**config.mk**
```make
export PLATFORM = sky130hd
export DESIGN_NAME = rv32i_decode_execute_core
export DESIGN_NICKNAME = d
export VERILOG_FILES = /design/src/rvde_pkg.sv /design/src/rvde_decode.sv /design/src/rvde_execute.sv /design/src/rv32i_decode_execute_core.sv
export SDC_FILE = /design/constraint.sdc
export NUM_CORES = 1
export LEC_CHECK = 0
export ABC_CLOCK_PERIOD_IN_PS = 6100
export BUFFER_PORTS_ARGS = -buffer_cell sky130_fd_sc_hd__buf_2
export CAP_MARGIN = 20
export CELL_PAD_IN_SITES_DETAIL_PLACEMENT = 1
export CELL_PAD_IN_SITES_GLOBAL_PLACEMENT = 1
export CORE_UTILIZATION = 41
export CTS_CLUSTER_DIAMETER = 30
export CTS_CLUSTER_SIZE = 24
export DETAILED_ROUTE_END_ITERATION = 16
export PLACE_DENSITY_LB_ADDON = 0.1
export SLEW_MARGIN = 0
export SYNTH_ARGS = -nofsm -noshare
export SYNTH_HDL_FRONTEND = slang
export SYNTH_SLANG_ARGS = --single-unit
```
**constraint.sdc**
```tcl
create_clock -name aclk -period 6.1 [get_ports aclk]
set_clock_uncertainty 0.2 [all_clocks]
set_input_delay 0.61 -clock aclk [delete_from_list [all_inputs] [get_ports aclk]]
set_output_delay 0.61 -clock aclk [all_outputs]
set_load 0.1 [all_outputs]
```
**src/rvde_pkg.sv**
```systemverilog
// ----------------------------------------------------------------------------
// rvde_pkg
// shared opcodes, function codes and item types of the rv32i decode/execute
// ----------------------------------------------------------------------------
package rvde_pkg;

    localparam logic [6:0] OPC_LOAD   = 7'h03;
    localparam logic [6:0] OPC_STORE  = 7'h23;
    localparam logic [6:0] OPC_BRANCH = 7'h63;
    localparam logic [6:0] OPC_REG    = 7'h33;
    localparam logic [6:0] OPC_IMM    = 7'h13;
    localparam logic [6:0] OPC_JAL    = 7'h6F;
    localparam logic [6:0] OPC_JALR   = 7'h67;
    localparam logic [6:0] OPC_LUI    = 7'h37;
    localparam logic [6:0] OPC_AUIPC  = 7'h17;

    localparam logic [6:0] F7_ALT     = 7'h20;

    localparam logic [2:0] F3_ADD  = 3'd0;
    localparam logic [2:0] F3_SLL  = 3'd1;
    localparam logic [2:0] F3_SLT  = 3'd2;
    localparam logic [2:0] F3_SLTU = 3'd3;
    localparam logic [2:0] F3_XOR  = 3'd4;
    localparam logic [2:0] F3_SR   = 3'd5;
    localparam logic [2:0] F3_OR   = 3'd6;
    localparam logic [2:0] F3_AND  = 3'd7;

    localparam logic [2:0] F3_BEQ  = 3'd0;
    localparam logic [2:0] F3_BNE  = 3'd1;
    localparam logic [2:0] F3_BLT  = 3'd4;
    localparam logic [2:0] F3_BGE  = 3'd5;
    localparam logic [2:0] F3_BLTU = 3'd6;
    localparam logic [2:0] F3_BGEU = 3'd7;

    localparam logic [1:0] MEM_NONE  = 2'd0;
    localparam logic [1:0] MEM_LOAD  = 2'd1;
    localparam logic [1:0] MEM_STORE = 2'd2;

    localparam int S_TDATA_W = 128;
    localparam int M_TDATA_W = 112;

    typedef struct packed {
        logic [31:0] rs2_value;
        logic [31:0] rs1_value;
        logic [31:0] pc_value;
        logic [31:0] instr_word;
    } in_item_t;

    typedef struct packed {
        logic [6:0]  opcode;
        logic [4:0]  rd;
        logic [2:0]  funct3;
        logic        alt;
        logic [31:0] imm;
    } dec_t;

    typedef struct packed {
        logic [31:0] redirect_target;
        logic        redirect;
        logic [31:0] store_value;
        logic [2:0]  access_code;
        logic [1:0]  mem_access;
        logic [31:0] result_value;
        logic        wr_en;
        logic [4:0]  dest_reg;
    } out_item_t;

endpackage

```
**src/rvde_decode.sv**
```systemverilog
// ----------------------------------------------------------------------------
// rvde_decode
// field split and i/s/b/u/j immediate generation
// ----------------------------------------------------------------------------
module rvde_decode (
    input  logic [31:0]    instr_word,
    output rvde_pkg::dec_t dec
);
    import rvde_pkg::*;

    logic [6:0]  opcode;
    logic [31:0] imm;

    assign opcode = instr_word[6:0];

    always_comb begin
        case (opcode)
            OPC_IMM, OPC_LOAD, OPC_JALR: begin
                imm = {{20{instr_word[31]}}, instr_word[31:20]};
            end
            OPC_STORE: begin
                imm = {{20{instr_word[31]}}, instr_word[31:25], instr_word[11:7]};
            end
            OPC_BRANCH: begin
                imm = {{19{instr_word[31]}}, instr_word[31], instr_word[7],
                       instr_word[30:25], instr_word[11:8], 1'b0};
            end
            OPC_LUI, OPC_AUIPC: begin
                imm = {instr_word[31:12], 12'd0};
            end
            OPC_JAL: begin
                imm = {{11{instr_word[31]}}, instr_word[31], instr_word[19:12],
                       instr_word[20], instr_word[30:21], 1'b0};
            end
            default: begin
                imm = 32'd0;
            end
        endcase
    end

    always_comb begin
        dec.opcode = opcode;
        dec.funct3 = instr_word[14:12];
        dec.imm    = imm;
        dec.rd     = ((opcode == OPC_STORE) || (opcode == OPC_BRANCH)) ?
                     5'd0 : instr_word[11:7];
        // register ops use the whole funct7, immediate shifts only bit 30
        if (opcode == OPC_REG) begin
            dec.alt = (instr_word[31:25] == F7_ALT);
        end else begin
            dec.alt = instr_word[30];
        end
    end

endmodule

```
**src/rvde_execute.sv**
```systemverilog
// ----------------------------------------------------------------------------
// rvde_execute
// alu, branch compare, jump and address generation for one decoded item
// ----------------------------------------------------------------------------
module rvde_execute (
    input  logic [31:0]         pc_value,
    input  logic [31:0]         rs1_value,
    input  logic [31:0]         rs2_value,
    input  rvde_pkg::dec_t      dec,
    output rvde_pkg::out_item_t res
);
    import rvde_pkg::*;

    logic [31:0] op_b;
    logic [4:0]  shamt;
    logic [31:0] alu_out;
    logic [31:0] addr_sum;
    logic [31:0] pc_sum;
    logic [31:0] link;
    logic        lt_s;
    logic        lt_u;
    logic        eq;
    logic        taken;
    logic [31:0] result;
    logic [1:0]  acc;
    logic        red;
    logic [31:0] tgt;

    assign op_b     = ((dec.opcode == OPC_REG) || (dec.opcode == OPC_BRANCH)) ?
                      rs2_value : dec.imm;
    assign shamt    = op_b[4:0];
    assign addr_sum = rs1_value + dec.imm;
    assign pc_sum   = pc_value + dec.imm;
    assign link     = pc_value + 32'd4;
    assign lt_s     = ($signed(rs1_value) < $signed(op_b));
    assign lt_u     = (rs1_value < op_b);
    assign eq       = (rs1_value == op_b);

    always_comb begin
        case (dec.funct3)
            F3_ADD: begin
                if ((dec.opcode == OPC_REG) && dec.alt) begin
                    alu_out = rs1_value - op_b;
                end else begin
                    alu_out = rs1_value + op_b;
                end
            end
            F3_SLL:  alu_out = rs1_value << shamt;
            F3_SLT:  alu_out = {31'd0, lt_s};
            F3_SLTU: alu_out = {31'd0, lt_u};
            F3_XOR:  alu_out = rs1_value ^ op_b;
            F3_SR: begin
                if (dec.alt) begin
                    alu_out = $unsigned($signed(rs1_value) >>> shamt);
                end else begin
                    alu_out = rs1_value >> shamt;
                end
            end
            F3_OR:   alu_out = rs1_value | op_b;
            default: alu_out = rs1_value & op_b;
        endcase
    end

    always_comb begin
        case (dec.funct3)
            F3_BEQ:  taken = eq;
            F3_BNE:  taken = !eq;
            F3_BLT:  taken = lt_s;
            F3_BGE:  taken = !lt_s;
            F3_BLTU: taken = lt_u;
            F3_BGEU: taken = !lt_u;
            default: taken = 1'b0;
        endcase
    end

    always_comb begin
        result = 32'd0;
        acc    = MEM_NONE;
        red    = 1'b0;
        tgt    = 32'd0;
        case (dec.opcode)
            OPC_REG, OPC_IMM: begin
                result = alu_out;
            end
            OPC_LOAD: begin
                result = addr_sum;
                acc    = MEM_LOAD;
            end
            OPC_STORE: begin
                result = addr_sum;
                acc    = MEM_STORE;
            end
            OPC_BRANCH: begin
                red = taken;
                tgt = taken ? pc_sum : 32'd0;
            end
            OPC_JAL: begin
                result = link;
                red    = 1'b1;
                tgt    = pc_sum;
            end
            OPC_JALR: begin
                result = link;
                red    = 1'b1;
                tgt    = {addr_sum[31:1], 1'b0};
            end
            OPC_LUI: begin
                result = dec.imm;
            end
            OPC_AUIPC: begin
                result = pc_sum;
            end
            default: begin
                result = 32'd0;
            end
        endcase
    end

    always_comb begin
        res.dest_reg        = dec.rd;
        res.wr_en           = (dec.rd != 5'd0);
        res.result_value    = result;
        res.mem_access      = acc;
        res.access_code     = dec.funct3;
        res.store_value     = rs2_value;
        res.redirect        = red;
        res.redirect_target = tgt;
    end

endmodule

```
**src/rv32i_decode_execute_core.sv**
```systemverilog
// result path: an accepted item is held in the input register, then decoded and
//   executed into the result register; a full result register stalls it
// throughput: one item per cycle, set by the input register and result register
//   pair; s_tready falls only when both registers are full and m_tready is low
// reset: synchronous active-low aresetn empties both registers
// ----------------------------------------------------------------------------
// rv32i_decode_execute_core
// registered rv32i decode and execute unit with stream input and output
// ----------------------------------------------------------------------------
module rv32i_decode_execute_core (
    input  logic                           aclk,
    input  logic                           aresetn,
    input  logic                           s_tvalid,
    output logic                           s_tready,
    // instr_word, pc_value, rs1_value, rs2_value
    input  logic [rvde_pkg::S_TDATA_W-1:0] s_tdata,
    output logic                           m_tvalid,
    input  logic                           m_tready,
    // dest_reg, wr_en, result_value, mem_access, access_code,
    // store_value, redirect, redirect_target, zero pad
    output logic [rvde_pkg::M_TDATA_W-1:0] m_tdata
);
    import rvde_pkg::*;

    in_item_t  in_reg;
    in_item_t  in_next;
    logic      in_valid_reg;
    logic      in_valid_next;
    out_item_t out_reg;
    out_item_t out_next;
    logic      out_valid_reg;
    logic      out_valid_next;
    logic      out_ready;
    logic      s_accept;
    dec_t      dec;
    out_item_t res;

    assign out_ready = !out_valid_reg || m_tready;
    assign s_tready  = !in_valid_reg || out_ready;
    assign s_accept  = s_tvalid && s_tready;

    rvde_decode u_decode (
        .instr_word (in_reg.instr_word),
        .dec        (dec)
    );

    rvde_execute u_execute (
        .pc_value  (in_reg.pc_value),
        .rs1_value (in_reg.rs1_value),
        .rs2_value (in_reg.rs2_value),
        .dec       (dec),
        .res       (res)
    );

    always_comb begin
        in_next        = s_accept ? in_item_t'(s_tdata) : in_reg;
        in_valid_next  = s_tready ? s_accept : in_valid_reg;
        out_next       = (out_ready && in_valid_reg) ? res : out_reg;
        out_valid_next = out_ready ? in_valid_reg : out_valid_reg;
    end

    always_ff @(posedge aclk) begin
        in_reg  <= in_next;
        out_reg <= out_next;
        if (!aresetn) begin
            in_valid_reg  <= 1'b0;
            out_valid_reg <= 1'b0;
        end else begin
            in_valid_reg  <= in_valid_next;
            out_valid_reg <= out_valid_next;
        end
    end

    assign m_tvalid = out_valid_reg;
    assign m_tdata  = {{(M_TDATA_W - $bits(out_item_t)){1'b0}}, out_reg};

endmodule

```
**Word-level counts from Yosys, hierarchy flattened**

Cells that the tools add are included.

- Word-level logic and storage cells: 77
- Flip-flop bits (word level): 238
- Memories kept: 0
- Output and inout bits: 114
- Latch bits: 0
- Input bits: 132
- RAM bits: 0
- Bits in read-only memories: 0

- Shifts and indexed selects: 3
- Div/mod/pow operators: 0
- $mul: 0
- Bitwise gates (word level): 3
- Multiplexer cells: 13
- Add/subtract/negate cells: 5
- Order comparisons: 2
- Equal/unequal tests: 18
- Reductions and logical operators: 19

Operator list:

| operator | number |
|---|---|
| 32-bit case mux with 5 select lines | 2 |
| 32-bit case mux with 7 select lines | 1 |
| 32-bit two-way mux | 4 |
| 32-bit adder | 3 |
| 32-bit case mux with 3 select lines | 1 |
| 32-bit < comparator | 2 |
| 32-bit by 3-bit adder with 32-bit output (second input constant) | 1 |
| 32-bit bitwise AND | 1 |
| 32-bit == test | 1 |
| 32-bit OR | 1 |
| 32-bit by 5-bit << shifter with 32-bit output | 1 |
| 32-bit by 5-bit right shift with 32-bit output | 1 |
| 32-bit by 5-bit >>> shifter with 32-bit output | 1 |
| 32-bit subtractor | 1 |
| 32-bit bitwise XOR | 1 |
| 7-bit by 6-bit == test with 1-bit output (second input constant) | 4 |
| 7-bit == test (second input constant) | 3 |
| 7-bit by 5-bit == test with 1-bit output (second input constant) | 2 |
| 3-bit == test (second input constant) | 4 |
| 2-bit OR reduction | 4 |
| 7-bit by 2-bit == test with 1-bit output (second input constant) | 1 |
| 3-bit by 2-bit == test with 1-bit output (second input constant) | 2 |
| 1-bit case mux with 6 select lines | 1 |
| 1-bit logical NOT | 5 |
| other kinds (10) | 15 |

**Logic depth before layout (Yosys ltp)**

- Depth after elaboration: 9
- Mapped depth: 25
- Gate-level depth less buffers: 21

**By module**

From an unflattened synthesis, not the netlist that was laid out.

- Cell total of the unflattened synthesis: 2677
- Area total of the unflattened synthesis: 22898.2 um^2

Modules (own cells, without submodules):

| module | area an instance (um^2) | sequential area each (um^2) | times used | cells each |
|---|---|---|---|---|
| rvde_execute | 14929.3 | 0.0 | 1 | 2329 |
| rv32i_decode_execute_core | 7224.4 | 7126.8 | 1 | 250 |
| rvde_decode | 744.5 | 0.0 | 1 | 98 |

**Worst setup path before layout**

OpenSTA, ideal clock, no wires.

- Kind: register -> register
- Start: reg out_valid_reg, in the netlist m_tvalid
- End: reg out_reg (netlist bit m_tdata[0]), enable pin
- Library setup time: 0.589 ns
- Path buffers: 0
- Setup slack: -0.429 ns
- Stages on the path, launching flop included: 3
- Arrival: 5.740 ns
- Clock period less this slack: 6.529 ns
- Required time: 5.311 ns
- Cell sequence: dfxtp_1 > nor2b_1 > nor2b_1

- Word-level cells in the longest chain between the ends: 3

RTL lines:

| element | line | source |
|---|---|---|
| start, declared | rv32i_decode_execute_core.sv:31 | `logic out_valid_reg;` |
| start signal, assigned | rv32i_decode_execute_core.sv:70 | `out_valid_reg <= out_valid_next;` |
| 1-bit logical NOT | rv32i_decode_execute_core.sv:38 | `assign out_ready = !out_valid_reg \|\| m_tready;` |
| 1-bit logical OR | rv32i_decode_execute_core.sv:38 |  |
| 1-bit logical AND | rv32i_decode_execute_core.sv:58 | `out_next = (out_ready && in_valid_reg) ? res : out_reg;` |
| end signal, assigned | rv32i_decode_execute_core.sv:64 | `out_reg <= out_next;` |
| end, declared | rv32i_decode_execute_core.sv:29 | `out_item_t out_reg;` |

No other way between the ends.
A chain may end at the register's enable or synchronous reset.

==> results by group <==
Run status
  – Status: complete, no violations

Clock network
  – Number of buffers created by CTS: 61
  – CTS tree: built
  – Clock insertion delay at the later pin of the skew report: 0.66 ns
  – CTS Buffer Depth: 3
  – Clock Pin Slew Worst Setup and Hold Paths: 0.05 ns
  – Htree depth: 2
  – Clock sinks: 238
  – Root buffer cell: clkbuf_16

Final layout
  – Max FFs per register: 128
  – Finished Core Util: 0.5360
  – Layout cells sized above 1: 0.1966
  – Design area: 28,220 sq um
  – Area growth syn-to-layout: 28.75%
  – Non-Filler Instances: 3,774
  – Net count, final: 3,316

GRT
  – First-pass GRT wire length: 179,300 um
  – Vias in the first global route: 25,580
  – Largest net degree at the start of global routing: 65
  – Gr ovfl total: 0
  – Total Routing Usage GR: 0.4549
  – Initial antenna violation count: 8

Floorplan
  – FP Rows: 84
  – # IOs: 246
  – Core Area: 52,660 sq um
  – Die area: 54,400 sq um
  – Initial core utilization: 0.4163
  – Die Wd: 233.2 um
  – Height of the chip: 233.2 um

Routing
  – DR pass1 iterations: 7
  – Routed wire length: 126,500 um
  – Post-DR wirelength/cell: 33.53 um
  – DR iter-0 viols: 3,000
  – DR vias/cell: 6.793
  – DRC viols: 0
  – Routed Antenna Nets: 0
  – Routed vias: 25,640

Synthesis
  – Ranking of synthesized cells by area: edfxtp_1 32%, ha_1 8.7%, a21oi_1 6.4%
  – Avg Synthesized Cell Area: 8.484 sq um
  – Count of different cell masters after synthesis: 110
  – Adder-Cell Fraction of Synth Area: 0.08904
  – XOR/XNOR share of the synthesized area: 0.05188
  – Largest family of logic cells by synthesized area: compound AO/OA/AOI/OAI gates
  – Mux cell area share after synthesis: 0.03362
  – Cell taking the most area after synthesis: edfxtp_1
  – Yosys top cell area share: 0.3233
  – Top_reg_cell synth: edfxtp_1
  – Synth Area in Simple Gates: 0.1578
  – Post-synth EDFFs: 236
  – Mapped cell area: 21,920 sq um
  – Compound-Gate Fraction of Synth Area: 0.2878
  – Mapped Cells: 2,584
  – Syn. warnings: 0
  – Commonest cells post-synth: 282 x a21oi_1, 236 x edfxtp_1, 229 x nand2_1
  – FFs w/ async S/R, synth: 0
  – Count leader, synth: a21oi_1
  – Post-synthesis sequential area ratio: 0.3251
  – Seq cells post-synth: 238

STA
  – Slew Limit Headroom: 0.1235
  – Setup tns final: 0 ns
  – Worst hold margin: 0.06597 ns
  – Fin. max-slew vios: 0
  – Period utilization: 0.9972
  – Tmin final: 6.083 ns
  – # setup viols final: 0
  – Highest Clock Rate: 164.4 MHz
  – Least-Margin Pin Slew: 1.298 ns
  – Final worst slack: 0.01738 ns
  – Hold Violations, Final: 0

Place
  – Cell count after placement: 3,514
  – Pre-CTS setup slack: -0.1415 ns
  – GPL Wtd Cong: 1.041
  – HPWL after DPL: 93,110 um
  – Placement Cell Area: 24,580 sq um
  – Number of port buffers: 241

Worst setup path
  – RR Endpoint: m_tdata[32]
  – Worst setup path startpoint: in_reg[2]
  – Worst-path fanout max: 7
  – Reg2reg start: in_reg[2]
  – Data required, critical path: 6.28 ns
  – Worst r2r path cells: 20
  – Worst EP arrival: 6.26 ns
  – Crit Path Class: register to register
  – R2r setup slk: 0.02 ns
  – Crit path to: m_tdata[32]
  – Setup crit end kind: register
  – Startpoint types: register

Worst hold path
  – HP Class: primary input to register

Run
  – Max Cap Viol: 0

Pwr
  – VDD IR-drop max: 0.0003059 V
  – Leak pwr: 11.92 nW
  – Total Power: 7.168 mW
  – Pwr/cell area: 254.0 nW/um^2
metal layers:
metal	global-route usage	wire [um]	vias up
met4	0.2085	6251	4
met3	0.1147	14000	412
met1	0.6023	51020	12700
met5	0	32	-
li1	-	-	10630
met2	0.6931	55230	1891
worst max-delay path: stages (launching register included):
cell and delay (ns):
edfxtp_1 0.50, buf_4 0.21, nor4bb_4 0.31, buf_4 0.21, nand3_1 0.26, nand2_1 0.25, inv_1 0.12, xnor2_1 0.16
ha_1 0.24, nand2_1 0.10, o31ai_1 0.11, a211oi_1 0.67, maj3_1 0.47, o21ai_1 0.19, a21oi_1 0.36, o21a_1 0.36
nand3b_1 0.22, nor3_1 0.06, a31oi_1 0.20, nor2_1 0.09, or4_1 0.53
what timing repair did:
action                     4_1_cts  5_1_grt
hold buffers                   129        0
resized for setup                2       15
hold endpoints to repair       130        0
setup endpoints to repair        3       42
buffers inserted                 0       12
pin swaps                        0        3
cell type report:
cell class | count | area [sq um]
Fill cell | 6106 | 24430
Multi-Input combinational cell | 2049 | 13720
Sequential cell | 238 | 7127
Timing Repair Buffer | 534 | 3779
Clock buffer | 65 | 1541
Tap cell | 688 | 860.8
Clock inverter | 51 | 639.4
Inverter | 146 | 548.0
Antenna cell | 3 | 7.507
cell families (layout without fill, tap and decap cells):
family | after synthesis | after routing
and+or+nand+nor | 728 | 728
muxes | 67 | 67
DFF | 238 | 238
xor gates and xnor gates | 129 | 129
adders and majority gates | 155 | 155
buffers and inverters | 300 | 796
AOI/OAI and AO/OA | 966 | 966
other | 1 | 7
power breakdown:
part / total (mW) / leakage, nW / switching [mW] / internal [mW]
Sequential: 2.04 / 2.24 / 0.131 / 1.91
Combinational: 1.61 / 8.64 / 1.12 / 0.492
Clock: 3.52 / 1.04 / 1.27 / 2.25
Total: 7.17 / 11.9 / 2.52 / 4.65
layout by cell type (no fill, tap or decap), types with 33 or more instances in the layout:
cell,count
o21ai_0,187
nor3_1,50
clkbuf_16,61
xor2_1,46
ha_1,152
nand2_1,228
dlygate4sd3_1,129
nand3_1,99
inv_1,140
o22ai_1,33
buf_2,241
a211oi_1,37
xnor2_1,82
buf_4,160
a21o_1,56
edfxtp_1,236
nor2_1,171
o21a_1,44
o211ai_1,33
a21oi_1,275
mux2i_1,41
worst min-delay path by stage:
stage	startpoint	end	cells past startpoint
final	s_tvalid	in_valid_reg	3
after global placement	in_reg[124]	m_tdata[71]	0
after floorplan	in_reg[96]	m_tdata[43]	0
after global routing	s_tvalid	in_valid_reg	3
after CTS	s_tvalid	in_valid_reg	3
after detailed placement	in_reg[125]	m_tdata[72]	0
Power figures use the tool's default switching activity.
